[config.mk]
export PLATFORM = sky130hd
export DESIGN_NAME = salinity_jump_and_range_alarm
export DESIGN_NICKNAME = d
export VERILOG_FILES = /design/src/design/salj_pkg.sv /design/src/design/salinity_jump_and_range_alarm.sv
export SDC_FILE = /design/constraint.sdc
export NUM_CORES = 1
export LEC_CHECK = 0
export BUFFER_PORTS_ARGS = -buffer_cell sky130_fd_sc_hd__buf_4
export CAP_MARGIN = 40
export CORE_ASPECT_RATIO = 0.8
export CORE_MARGIN = 2
export CORE_UTILIZATION = 30
export DETAILED_ROUTE_END_ITERATION = 8
export HOLD_SLACK_MARGIN = 0.08
export PLACE_DENSITY = 0.46
export SYNTH_ARGS = -nofsm -noshare
export SYNTH_HDL_FRONTEND = slang
export SYNTH_SLANG_ARGS = --single-unit
[constraint.sdc]
create_clock -name clk -period 23.7 [get_ports clk]
set_clock_uncertainty 0.2 [all_clocks]
set_input_delay 2.37 -clock clk [delete_from_list [all_inputs] [get_ports clk]]
set_output_delay 2.37 -clock clk [all_outputs]
set_load 0.02 [all_outputs]
[src/design/salj_pkg.sv]
// Shared constants for the salinity jump and range alarm block.
package salj_pkg;

	// Delay line depth and sample width
	localparam int LAG         = 12;
	localparam int SAMPLE_BITS = 16;
	localparam int FILL_BITS   = $clog2(LAG + 1);

	// Configuration register widths
	localparam int LIMIT_BITS = 16;
	localparam int BLEN_BITS  = 12;
	localparam int CFG_BITS   = 16;
	localparam int IDX_BITS   = 2;

	// Configuration register indexes
	localparam logic [IDX_BITS-1:0] CFG_JUMP_LIMIT  = 2'd0;
	localparam logic [IDX_BITS-1:0] CFG_RANGE_LIMIT = 2'd1;
	localparam logic [IDX_BITS-1:0] CFG_BLOCK_LEN   = 2'd2;

	// Register reset values
	localparam logic [LIMIT_BITS-1:0] JUMP_LIMIT_RST  = 16'd200;
	localparam logic [LIMIT_BITS-1:0] RANGE_LIMIT_RST = 16'd500;
	localparam logic [BLEN_BITS-1:0]  BLOCK_LEN_RST   = 12'd288;

	typedef logic [SAMPLE_BITS-1:0] sample_t;

endpackage

[src/design/salinity_jump_and_range_alarm.sv]
// Salinity lagged-jump and block-range alarm, top level.
// Throughput: one request per cycle while out_stall does not hold a full result register.
// An input register and a result register carry the work: an accepted request waits in the first, then moves on.
// The input side stalls only while the input register is full and the result is stalled.
// Reset (arst_n low, asynchronous): limits 200/500, block length 288, delay line empty,
// block tracking cleared, both stages empty.
module salinity_jump_and_range_alarm (
	input  logic        clk,
	input  logic        arst_n,
	// configuration write port
	input  logic        cfg_we,
	input  logic [1:0]  cfg_index,
	input  logic [15:0] cfg_data,
	// input channel
	input  logic        in_valid,
	output logic        in_stall,
	input  logic [15:0] salinity,
	input  logic        sample_valid,
	input  logic        last_sample,
	// result channel
	output logic        out_valid,
	input  logic        out_stall,
	output logic        jump_alarm,
	output logic [15:0] jump_size,
	output logic        block_closed,
	output logic        range_alarm,
	output logic [15:0] block_range
);

	// configuration registers
	logic [salj_pkg::LIMIT_BITS-1:0] jump_limit_q;
	logic [salj_pkg::LIMIT_BITS-1:0] range_limit_q;
	logic [salj_pkg::BLEN_BITS-1:0]  block_len_q;

	// input stage
	logic              valid_s1;
	salj_pkg::sample_t sample_s1;
	logic              smp_valid_s1;
	logic              last_s1;

	// delay line and block tracking state
	salj_pkg::sample_t               lag_value_q [salj_pkg::LAG];
	logic [salj_pkg::LAG-1:0]        lag_valid_q;
	logic [salj_pkg::FILL_BITS-1:0]  fill_q;
	logic [salj_pkg::BLEN_BITS-1:0]  pos_q;
	salj_pkg::sample_t               min_q;
	salj_pkg::sample_t               max_q;
	logic                            has_valid_q;

	// result register
	logic        out_valid_q;
	logic        jump_alarm_q;
	logic [15:0] jump_size_q;
	logic        block_closed_q;
	logic        range_alarm_q;
	logic [15:0] block_range_q;

	// handshake
	logic in_take;
	logic advance;

	// combinational results of the item in the input stage
	salj_pkg::sample_t              old_value;
	salj_pkg::sample_t              diff;
	logic                           jump_chk;
	logic                           jump_hit;
	salj_pkg::sample_t              min_nxt;
	salj_pkg::sample_t              max_nxt;
	logic                           has_valid_nxt;
	logic [salj_pkg::BLEN_BITS-1:0] pos_nxt;
	logic [salj_pkg::BLEN_BITS-1:0] need;
	logic                           closed;
	salj_pkg::sample_t              range_val;

	// advance the input stage when the result register is free or drains
	assign advance  = valid_s1 && (!out_valid_q || !out_stall);
	assign in_stall = valid_s1 && !advance;
	assign in_take  = in_valid && !in_stall;

	// jump check against the oldest delay line entry
	always_comb begin
		old_value = lag_value_q[salj_pkg::LAG-1];
		diff      = (sample_s1 >= old_value) ? (sample_s1 - old_value) : (old_value - sample_s1);
		jump_chk  = (fill_q == salj_pkg::FILL_BITS'(salj_pkg::LAG)) && smp_valid_s1
			&& lag_valid_q[salj_pkg::LAG-1];
		jump_hit  = jump_chk && (16'(diff) > jump_limit_q);
	end

	// block min/max, position and close decision
	always_comb begin
		min_nxt       = min_q;
		max_nxt       = max_q;
		has_valid_nxt = has_valid_q;
		if (smp_valid_s1) begin
			if (sample_s1 < min_q)
				min_nxt = sample_s1;
			if (sample_s1 > max_q)
				max_nxt = sample_s1;
			has_valid_nxt = 1'b1;
		end
		pos_nxt   = pos_q + 1'b1;
		need      = (block_len_q == '0) ? salj_pkg::BLEN_BITS'(1) : block_len_q;
		closed    = (pos_nxt >= need) || (pos_nxt == '0) || last_s1;
		range_val = has_valid_nxt ? (max_nxt - min_nxt) : '0;
	end

	// write configuration registers; ignore unknown indexes
	always_ff @(posedge clk or negedge arst_n) begin
		if (!arst_n) begin
			jump_limit_q  <= salj_pkg::JUMP_LIMIT_RST;
			range_limit_q <= salj_pkg::RANGE_LIMIT_RST;
			block_len_q   <= salj_pkg::BLOCK_LEN_RST;
		end else if (cfg_we) begin
			unique case (cfg_index)
				salj_pkg::CFG_JUMP_LIMIT:  jump_limit_q  <= cfg_data;
				salj_pkg::CFG_RANGE_LIMIT: range_limit_q <= cfg_data;
				salj_pkg::CFG_BLOCK_LEN:   block_len_q   <= cfg_data[salj_pkg::BLEN_BITS-1:0];
				default: ;
			endcase
		end
	end

	// input stage valid
	always_ff @(posedge clk or negedge arst_n) begin
		if (!arst_n) begin
			valid_s1 <= 1'b0;
		end else if (in_take) begin
			valid_s1 <= 1'b1;
		end else if (advance) begin
			valid_s1 <= 1'b0;
		end
	end

	// capture the request payload
	always_ff @(posedge clk) begin
		if (in_take) begin
			sample_s1    <= salinity;
			smp_valid_s1 <= sample_valid;
			last_s1      <= last_sample;
		end
	end

	// shift the delay line values; validity gates their use
	always_ff @(posedge clk) begin
		if (advance) begin
			lag_value_q[0] <= sample_s1;
			for (int i = 1; i < salj_pkg::LAG; i++)
				lag_value_q[i] <= lag_value_q[i-1];
		end
	end

	// delay line valid bits and fill count; drop all on end of data
	always_ff @(posedge clk or negedge arst_n) begin
		if (!arst_n) begin
			lag_valid_q <= '0;
			fill_q      <= '0;
		end else if (advance) begin
			if (last_s1) begin
				lag_valid_q <= '0;
				fill_q      <= '0;
			end else begin
				lag_valid_q <= {lag_valid_q[salj_pkg::LAG-2:0], smp_valid_s1};
				if (fill_q != salj_pkg::FILL_BITS'(salj_pkg::LAG))
					fill_q <= fill_q + 1'b1;
			end
		end
	end

	// block tracking; restart on close
	always_ff @(posedge clk or negedge arst_n) begin
		if (!arst_n) begin
			pos_q       <= '0;
			min_q       <= '1;
			max_q       <= '0;
			has_valid_q <= 1'b0;
		end else if (advance) begin
			if (closed) begin
				pos_q       <= '0;
				min_q       <= '1;
				max_q       <= '0;
				has_valid_q <= 1'b0;
			end else begin
				pos_q       <= pos_nxt;
				min_q       <= min_nxt;
				max_q       <= max_nxt;
				has_valid_q <= has_valid_nxt;
			end
		end
	end

	// result valid
	always_ff @(posedge clk or negedge arst_n) begin
		if (!arst_n) begin
			out_valid_q <= 1'b0;
		end else if (advance) begin
			out_valid_q <= 1'b1;
		end else if (!out_stall) begin
			out_valid_q <= 1'b0;
		end
	end

	// result payload
	always_ff @(posedge clk) begin
		if (advance) begin
			jump_alarm_q   <= jump_hit;
			jump_size_q    <= jump_chk ? 16'(diff) : 16'd0;
			block_closed_q <= closed;
			range_alarm_q  <= closed && (16'(range_val) > range_limit_q);
			block_range_q  <= closed ? 16'(range_val) : 16'd0;
		end
	end

	assign out_valid    = out_valid_q;
	assign jump_alarm   = jump_alarm_q;
	assign jump_size    = jump_size_q;
	assign block_closed = block_closed_q;
	assign range_alarm  = range_alarm_q;
	assign block_range  = block_range_q;

endmodule
==> summary.txt, run 1 <==
Status - complete, no violations
I/O pin total - 78
Setup Crit Path Kind - reg -> reg
Synth Instances - 1370
DRT antenna net count - 0
WHS - 0.2142 ns
Post-synth EDFFs - 245
Diodes inserted - 0
Top_reg_cell synth - edfxtp_1
Syn_nets - 1537
Max Fclk - 150.7 MHz
Tot Pwr - 1.787 mW
Die H - 214.8 µm
Leak - 8.023 nW
DP Wirelength - 30.05 mm
R2R depth - 28
Top-count cell post-synth - edfxtp_1
Register area share after synthesis - 0.6044
CTS tree - done
Fillers - 5500
Worst R2R End - range_alarm
Initial antenna violation count - 0
Fin. Hold Viols - 0
RSZ-0062 raised after global routing - no
Reg2reg start - sample_s1[15]
Synth Register Bits - 352
Slowest-stage cell, CP - a21boi_4
Final GP Congestion - 0.8127
Hold Buf Count CTS - 0
Hold Path Stages - 0
Num rows - 77
First-pass iteration count of the detailed router - 5
R2R setup slack - 17.07 ns
Tot GR Track Use - 0.1451
CP Launch Type - flip-flop
Initial Util - 0.3023
Vias - 10560
Peak supply drop - 0.04568 mV
Buffers inserted by post-CTS timing repair - 0
Htree depth - 2
Hold Startpoint - lag_value_q[0][32]
Worst slew margin - 0.4101
Post-synth ARST share - 0.3040
Critical Path AT - 6.74 ns
Core Area - 55110 µm²
Avg Cell Area, Syn - 12.16 µm²
CP endpoint kind - flip-flop
Clk buf depth - 3
Reg area - 10070 µm²
Final setup vio count - 0
Synth unique cells - 73
GRT overflow - 0
Clock slew at reported path FFs - 0.06 ns
Hold Path Sink - lag_value_q[0][48]
CTS sink cnt - 352
CP max FO - 30
Largest net degree at the start of global routing - 72
Crit share post-route - 0.2799
Post-CTS sizing - 0
Worst hold path type - reg -> reg
Final net count - 1626
Area share of the largest cell type after synthesis - 0.4417
Area of the multi-input gates - 5913 µm²
Synth top area cells - edfxtp_1 44%, dfrtp_1 12%, ha_1 9.2%
Filler-free cell count of the finished design - 2239
Min Tclk post-route - 6.634 ns
Post-Syn Area - 16660 µm²
Worst Tran Pin Value - 0.8821 ns
Die ar. - 57440 µm²
Max-cap viol count - 0
Synth area leader - edfxtp_1
CTS root buf - clkbuf_16
Area added between synthesis and finish - 16.66%
Slew Viols, Final - 0
Slowest stage delay, CP - 0.62 ns
Worst EP required - 23.81 ns
Pwr Density - 91.98 nW/µm²
DR vias/cell - 4.718
First-pass GRT wire length - 63.79 mm
Final setup TNS - 0 ns
Final WL - 41.22 mm
Worst-Skew Late Latency - 0.56 ns
Synth top cells by count - 245 x edfxtp_1, 134 x nand2_1, 129 x inv_1, 123 x ha_1, 81 x nor2_1
Cell count after placement - 2168
WL per Instance - 18.41 µm
Die width - 267.5 µm
Vias in the first global route - 10430
Starting DRT DRC Count - 667
Ys Warns - 0
Num CTS Buffers - 39
Share of layout cells above drive strength 1 - 0.1525
Port bufs - 77
Drt drc - 0
Critical Path Most Common Cell - a21oi_1
## area by class of cell
cell class,instances,area share
sequential,352,0.5181
multi-input combinational,843,0.3043
clock inverter,21,0.008692
inverter,129,0.02530
tap,750,0.04829
timing repair buffer,94,0.04185
clock buffer,50,0.05344
## sequential cells by signal, summed over array words and instances (netlist names)
| signal | cells |
|---|---|
| last_s1 | 1 |
| out_valid | 1 |
| smp_valid_s1 | 1 |
| lag_valid_q | 12 |
| block_len_q | 12 |
| sample_s1 | 16 |
| block_range | 16 |
| has_valid_q | 1 |
| max_q | 16 |
| pos_q | 12 |
| block_closed | 1 |
| fill_q | 4 |
| jump_size | 16 |
| valid_s1 | 1 |
| min_q | 16 |
| range_limit_q | 16 |
| jump_limit_q | 16 |
| jump_alarm | 1 |
| range_alarm | 1 |
| lag_value_q | 192 |
## power by group
group	internal (mW)	switching (mW)
clock	0.325	0.256
combinational	0.166	0.257
sequential	0.745	0.0384
total	1.24	0.551
## routing by layer
layer / vias to the layer above / share of wire / GRT usage
met5: - / 0 / 0
met4: 0 / 0.016 / 0.03575
met3: 52 / 0.039 / 0.02246
met2: 187 / 0.41 / 0.2071
met1: 5205 / 0.53 / 0.2274
li1: 5120 / - / -
## worst max path at each step
| stage | startpoint | to | slack (ns) | cells after the start |
|---|---|---|---|---|
| 2_1_floorplan | out_stall | has_valid_q | 13.53 | 6 |
| 3_3_place_gp | sample_s1[15] | range_alarm | 17.08 | 28 |
| 3_5_place_dp | sample_s1[15] | range_alarm | 17.04 | 28 |
| 4_1_cts | sample_s1[15] | range_alarm | 17.04 | 28 |
| 5_1_grt | sample_s1[15] | range_alarm | 16.57 | 28 |
| 6_report | sample_s1[15] | range_alarm | 17.07 | 28 |
## critical path: cells and delay by family (launching register included)
family	cells	cell delay, ns
compound gates	17	3.24
fa+ha+maj	3	1.10
simple gates	7	1.08
flops	1	0.54
xor+xnor	1	0.21
## through the flow
stage | setup WS, ns | utilization | area [µm²]
global route | 16.57 | 0.3526 | 19430
global placement | 17.08 | 0.3279 | 18070
detailed placement | 17.04 | 0.3307 | 18230
floorplan | 13.53 | - | 16660
CTS | 17.04 | 0.3526 | 19430
finish | 17.07 | 0.3526 | 19430
## layout by cell type, fill, tap and decap left out, drive strengths merged, types with 24 or more instances in the layout
master	n
inv	133
buf	94
a31oi	24
nor2	81
mux2	33
clkbuf	50
o21ai	79
a21oi	73
nand2	135
ha	123
dfrtp	80
dfstp	27
edfxtp	245
## kinds of logic after synthesis
family                   Yosys count  synth area share
XOR/XNOR                          40           0.02103
adder cells (fa/ha/maj)          126           0.09600
AND/OR/NAND/NOR                  348           0.09975
multiplexers                      43           0.02832
flip-flops                       352            0.6044
buffers and inverters            175           0.04086
AO/OA/AOI/OAI                    286            0.1096
Power figures use the tool's default switching activity.
==> inputs of run 2 (changes only) <==
==> constraint.sdc (replaced) <==
create_clock -name clk -period 6.4 [get_ports clk]
set_clock_uncertainty 0.2 [all_clocks]
set_input_delay 0.64 -clock clk [delete_from_list [all_inputs] [get_ports clk]]
set_output_delay 0.64 -clock clk [all_outputs]
set_load 0.02 [all_outputs]
==> run 2 against run 1 <==
First-iteration DRC count grew 31%. Wire length up 2.0%. Cell count is 1.3% higher. Sequential share of layout area down 0.74 points. Utilization grew 0.51 points. Cell area up 1.5%. Die area is the same. Via count grew 1.4%.
==> summary.txt, run 2 (synthesis gave the netlist of run 1 again) <==
Status - complete, no violations
Max reg flops - 192 (unchanged)
Worst Tran Pin Value - 0.8218 ns (-0.06036 ns)
Fillers - 5486 (-0.25%)
Starting DRT DRC Count - 873 (+31%)
Worst EP required - 6.48 ns (-17.33 ns)
Area of the multi-input gates - 5959 µm² (+0.78%)
CTS sink cnt - 352 (unchanged)
Switch share - 0.3018 (-0.006690)
DR vias/cell - 4.722 (about the same)
Area added between synthesis and finish - 18.36%
Cells along the critical path - inv_1 -> ha_4 -> nand4_2 -> or4_4 -> a21oi_2 -> a211oi_1 -> a21boi_4 -> buf_6 -> o21ai_0 -> ha_1 -> a21o_1 -> a21o_1 -> a21o_1 -> a21o_1 -> a21o_1 -> a211o_1 -> o22a_1 -> o21ai_1 -> xnor2_1 -> nor2_1 -> ha_1 -> nand4_1 -> nor4_1 -> a211oi_1
Crit share post-route - 0.9421 (+0.6622)
Clk pwr share - 0.332 (+0.007)
Final setup TNS - 0 ns (unchanged)
CP startpoint - max_q[15]
Seq pwr share - 0.427 (-0.011)
Top reg by flops - lag_value_q
Gate power share - 0.241 (+0.005)
Final WL - 42.05 mm (+2.0%)
Die ar. - 57440 µm² (unchanged)
CP Launch Type - flip-flop
Worst-Skew Late Latency - 0.54 ns (-0.02 ns)
Reg area - 10070 µm² (unchanged)
Critical path's top delay family - compound AO/OA/AOI/OAI gates
GRT overflow - 0 (unchanged)
Clk buf depth - 3 (unchanged)
Core Area - 55110 µm² (unchanged)
Slowest stage delay, CP - 0.57 ns (-0.05 ns)
Final Core Density - 0.3578 (+0.005131)
CP endpoint kind - flip-flop
Die width - 267.5 µm (unchanged)
Num rows - 77 (unchanged)
Drt drc - 0 (unchanged)
Min Tclk post-route - 6.029 ns (-0.6042 ns)
Peak supply drop - 0.1630 mV (+260%)
Slew Viols, Final - 0 (unchanged)
DP Worst Slack - 0.2655 ns (-16.77 ns)
Final setup vio count - 0 (unchanged)
Sw Pwr - 2.046 mW (+270%)
I/O pin total - 78 (unchanged)
WL per Instance - 18.53 µm (+0.66%)
Leak - 8.194 nW (+2.1%)
Port bufs - 77 (unchanged)
Max-cap viol count - 0 (unchanged)
Internal cell power - 4.732 mW (+280%)
Largest net degree at the start of global routing - 102 (+42%)
CTS root buf - clkbuf_16
Htree depth - 2 (unchanged)
Tot GR Track Use - 0.1457 (+0.0006042)
Num CTS Buffers - 38 (-2.6%)
WHS - 0.1043 ns (-0.1099 ns)
Share of layout cells above drive strength 1 - 0.1698 (+0.01740)
Max Fclk - 165.9 MHz (+10%)
RSZ-0062 raised after global routing - no
DP Wirelength - 30.48 mm (+1.4%)
Vias in the first global route - 10390 (-0.47%)
Critical Path AT - 6.11 ns (-0.63 ns)
CP max FO - 25 (-17%)
Initial Util - 0.3023 (unchanged)
Vias - 10710 (+1.4%)
Initial antenna violation count - 1 (+1)
Commonest non-fill, non-tap cells in the layout - 245 x edfxtp_1, 134 x nand2_1, 128 x inv_1
Worst setup margin - 0.3706 ns (-16.70 ns)
Critical Path Most Common Cell - a21o_1
Hold Startpoint - salinity[8]
Slowest-stage cell, CP - or4_4
Worst path bufs/invs - 2 (+2)
Fin. Hold Viols - 0 (unchanged)
Final GP Congestion - 0.8541 (+5.1%)
Reg2reg start - max_q[15]
Worst hold path type - in -> reg
Most common cell after layout, fill and taps aside - edfxtp_1
Final net count - 1657 (+1.9%)
DRT antenna net count - 0 (unchanged)
Clock slew at reported path FFs - 0.07 ns (about the same)
Die H - 214.8 µm (unchanged)
Worst slew margin - 0.4464 (+0.03623)
Pwr Density - 343.8 nW/µm² (+270%)
First-pass iteration count of the detailed router - 6 (+1)
Diodes inserted - 0 (unchanged)
Setup Crit Path Kind - reg -> reg
CTS tree - done
First-pass GRT wire length - 63.95 mm (+0.25%)
run 2: cell count changes in the layout (fill, tap and decap cells not counted), moves of 3 or more:
cell,previous run,this run
clkinvlp_4,5,1
clkbuf_1,10,5
buf_4,88,114
clkbuf_8,0,4
bufinv_16,1,4
buf_16,5,0
dlygate4sd3_1,0,9
run 2: layout make-up:
cell class / count / share of cell area
Tap cell: 750 / 0.04760
Clock inverter: 21 / 0.01092
Sequential cell: 352 / 0.5107
Multi-Input combinational cell: 843 / 0.3023
Inverter: 129 / 0.02494
Timing Repair Buffer: 126 / 0.05033
Clock buffer: 48 / 0.05325
run 2: routing by layer:
layer | wire [µm] | vias up | GRT usage
met5 | 92 | - | 0.01014
met1 | 21750 | 5251 | 0.2262
met2 | 17480 | 213 | 0.2084
met3 | 1987 | 64 | 0.02658
met4 | 739 | 4 | 0.03147
li1 | - | 5182 | -
run 2: power groups by stage:
stage                     combinational (mW)  sequential, mW  clock, mW
after floorplan                         1.06            2.94          0
after global placement                  1.58            2.93          0
after detailed placement                1.60            2.94          0
after CTS                               1.62            2.90       2.33
after global routing                    1.84            2.92       2.41
final                                   1.63            2.89       2.25
run 2: repair_timing:
item | in CTS | in global routing
buffers inserted | 0 | 6
setup endpoints to repair | 0 | 1
resized for setup | 0 | 9
hold buffers | 9 | 0
endpoints found under the hold margin | 43 | 0
run 2: final timing paths:
| path | end | slack [ns] | depth (start not counted) |
|---|---|---|---|
| worst max-delay path | range_alarm | 0.37 | 24 |
| worst min-delay path | sample_s1[8] | 0.10 | 1 |
| worst max register to register | range_alarm | 0.37 | 24 |
| worst min register to register | lag_value_q[1][51] | 0.20 | 0 |
| max in group asynchronous | jump_limit_q[14] | 4.18 | 3 |
| min in group asynchronous | out_valid | 0.53 | 2 |
run 2: per-stage QoR:
stage,cells,power [mW],cell area (µm²)
after floorplan,1370,3.999,16660
after global placement,2184,4.516,18250
after detailed placement,2185,4.541,18270
after CTS,2263,6.840,19620
after global routing,2269,7.174,19720
final,2269,6.778,19720
==> inputs of run 3 (changes only) <==
--- a/config.mk
+++ b/config.mk
@@ -12,7 +12,7 @@
 export CORE_UTILIZATION = 30
 export DETAILED_ROUTE_END_ITERATION = 8
 export HOLD_SLACK_MARGIN = 0.08
-export PLACE_DENSITY = 0.46
+export PLACE_DENSITY = 0.47
 export SYNTH_ARGS = -nofsm -noshare
 export SYNTH_HDL_FRONTEND = slang
 export SYNTH_SLANG_ARGS = --single-unit
==> constraint.sdc (replaced) <==
create_clock -name clk -period 5.5 [get_ports clk]
set_clock_uncertainty 0.2 [all_clocks]
set_input_delay 0.55 -clock clk [delete_from_list [all_inputs] [get_ports clk]]
set_output_delay 0.55 -clock clk [all_outputs]
set_load 0.02 [all_outputs]
==> run 3 against run 2 <==
The run now ends with setup timing left. Cell area rose by 6.4%. Cell count rose by 5.4%. Combinational power rose by 41%. Sequential share of layout area fell by 3.1 points. Highest routed layer is now met4.
==> summary.txt, run 3 (synthesis gave the netlist of run 1 again) <==
Htree depth - 2 (unchanged)
Clock slew at reported path FFs - 0.07 ns (about the same)
Worst slew margin - 0.3683 (-0.07805)
Critical Path Most Common Cell - a21o_1
Num CTS Buffers - 38 (unchanged)
Vias in the first global route - 10860 (+4.6%)
RSZ-0062 raised after global routing - yes
Starting DRT DRC Count - 833 (-4.6%)
Hold Path Stages - 2 (+1)
Die width - 267.5 µm (unchanged)
Reg2reg start - sample_s1[12]
CP endpoint kind - flip-flop
Worst path bufs/invs - 2 (unchanged)
Worst-Skew Late Latency - 0.54 ns (about the same)
WL per Instance - 17.90 µm (-3.4%)
Leak - 8.767 nW (+7.0%)
Crit share post-route - 1.016 (+0.07405)
Num rows - 77 (unchanged)
Failing checks - setup timing
R2R depth - 24 (unchanged)
Core Area - 55110 µm² (unchanged)
Top reg by flops - lag_value_q
Die H - 214.8 µm (unchanged)
Initial antenna violation count - 2 (+1)
Share of layout cells above drive strength 1 - 0.2363 (+0.06645)
Critical Path AT - 5.66 ns (-0.45 ns)
Worst R2R End - range_alarm
R2R setup slack - -0.09 ns (-0.46 ns)
Worst hold path type - in -> reg
Critical path's top delay family - compound AO/OA/AOI/OAI gates
Most common cell after layout, fill and taps aside - edfxtp_1
DP Wirelength - 30.69 mm (+0.69%)
WHS - 0.1129 ns (+0.008596 ns)
Max reg flops - 192 (unchanged)
Pwr Density - 390.1 nW/µm² (+13%)
Setup Crit Path Kind - reg -> reg
Slew Viols, Final - 0 (unchanged)
Max Fclk - 178.9 MHz (+7.9%)
Worst setup margin - -0.08879 ns (-0.4594 ns)
Min Tclk post-route - 5.589 ns (-0.4406 ns)
Final Core Density - 0.3806 (+0.02279)
CP max FO - 6 (-76%)
Port bufs - 77 (unchanged)
CP Launch Type - flip-flop
GRT overflow - 0 (unchanged)
Largest net degree at the start of global routing - 117 (+15%)
Peak supply drop - 0.1885 mV (+16%)
Worst EP required - 5.57 ns (-0.91 ns)
Worst Tran Pin Value - 0.9376 ns (+0.1158 ns)
Final GP Congestion - 0.8592 (+0.60%)
Status - finished with violations
Max-cap viol count - 0 (unchanged)
Hold Path Sink - range_limit_q[3]
Final setup vio count - 1 (+1)
Vias - 11230 (+4.9%)
CTS tree - done
Final setup TNS - -0.08879 ns (-0.08879 ns)
I/O pin total - 78 (unchanged)
CTS root buf - clkbuf_16
Slowest-stage cell, CP - or4_4
Die ar. - 57440 µm² (unchanged)
Diodes inserted - 0 (unchanged)
DR vias/cell - 4.696 (-0.54%)
Area added between synthesis and finish - 25.90%
Tot Pwr - 8.180 mW (+21%)
Initial Util - 0.3023 (unchanged)
Final net count - 1780 (+7.4%)
Cells along the critical path - ha_4 -> nand4_4 -> or4_4 -> o21a_2 -> a21boi_4 -> buf_4 -> buf_8 -> nand2_1 -> o21ai_2 -> ha_1 -> a21o_1 -> a21o_1 -> a21o_1 -> a21o_1 -> a21o_1 -> a211o_1 -> o22a_1 -> o21ai_1 -> xnor2_1 -> nor2_1 -> ha_1 -> nand4_1 -> nor4_2 -> a211oi_2
Hold Startpoint - cfg_data[3]
DRT antenna net count - 0 (unchanged)
Drt drc - 0 (unchanged)
Final WL - 42.82 mm (+1.8%)
Slowest stage delay, CP - 0.52 ns (-0.05 ns)
First-pass GRT wire length - 64.84 mm (+1.4%)
Fin. Hold Viols - 0 (unchanged)
Commonest non-fill, non-tap cells in the layout - 245 x edfxtp_1, 206 x buf_4, 133 x nand2_1
First-pass iteration count of the detailed router - 5 (-1)
CTS sink cnt - 352 (unchanged)
Tot GR Track Use - 0.1473 (+0.001577)
Clk buf depth - 3 (unchanged)
==> run 3: what timing repair did <==
item,in CTS,in global routing
pin swaps,25,34
endpoints found under the setup margin,1,2
buffers inserted,20,9
gates resized for setup,25,35
hold buffers,35,0
hold endpoints to repair,63,0
==> run 3: area by class of cell <==
class,count,area (µm²)
fillers,5409,34140
clock buffers,47,1010
multi-input cells,843,6222
flip-flops and latches,352,10070
clock inverters,22,201.4
repair buffers,249,2037
inverters,129,494.2
well taps,750,938.4
==> run 3: power breakdown <==
part | switching (mW) | internal, mW
combinational | 1.28 | 1.02
sequential | 0.141 | 3.21
clock | 1.07 | 1.46
total | 2.49 | 5.69
==> run 3: worst max path at each step <==
stage / cells past startpoint / slack (ns) / end / from
after detailed placement: 24 / -0.25 / range_alarm / sample_s1[6]
final: 24 / -0.09 / range_alarm / sample_s1[12]
after global placement: 23 / -0.15 / range_alarm / sample_s1[7]
after CTS: 28 / -0.002 / range_alarm / sample_s1[9]
after global routing: 29 / -0.38 / range_alarm / sample_s1[3]
after floorplan: 30 / -0.01 / range_alarm / sample_s1[5]
==> run 3: layer usage <==
layer | track usage | up-vias | share of wire | wire length [µm]
met1 | 0.2311 | 5511 | 0.52 | 22070
met4 | 0.03482 | 0 | 0.018 | 791
li1 | - | 5430 | - | -
met5 | 0 | - | 0 | 0
met3 | 0.02544 | 62 | 0.048 | 2074
met2 | 0.2087 | 231 | 0.42 | 17890
==> run 3: stage by stage <==
step,instances,worst slack (ns),instance area (µm²)
CTS,2383,-0.002232,20730
global placement,2257,-0.1479,18820
detailed placement,2260,-0.2484,18880
floorplan,1370,-0.01032,16690
finish,2392,-0.08879,20970
global route,2392,-0.3840,20970
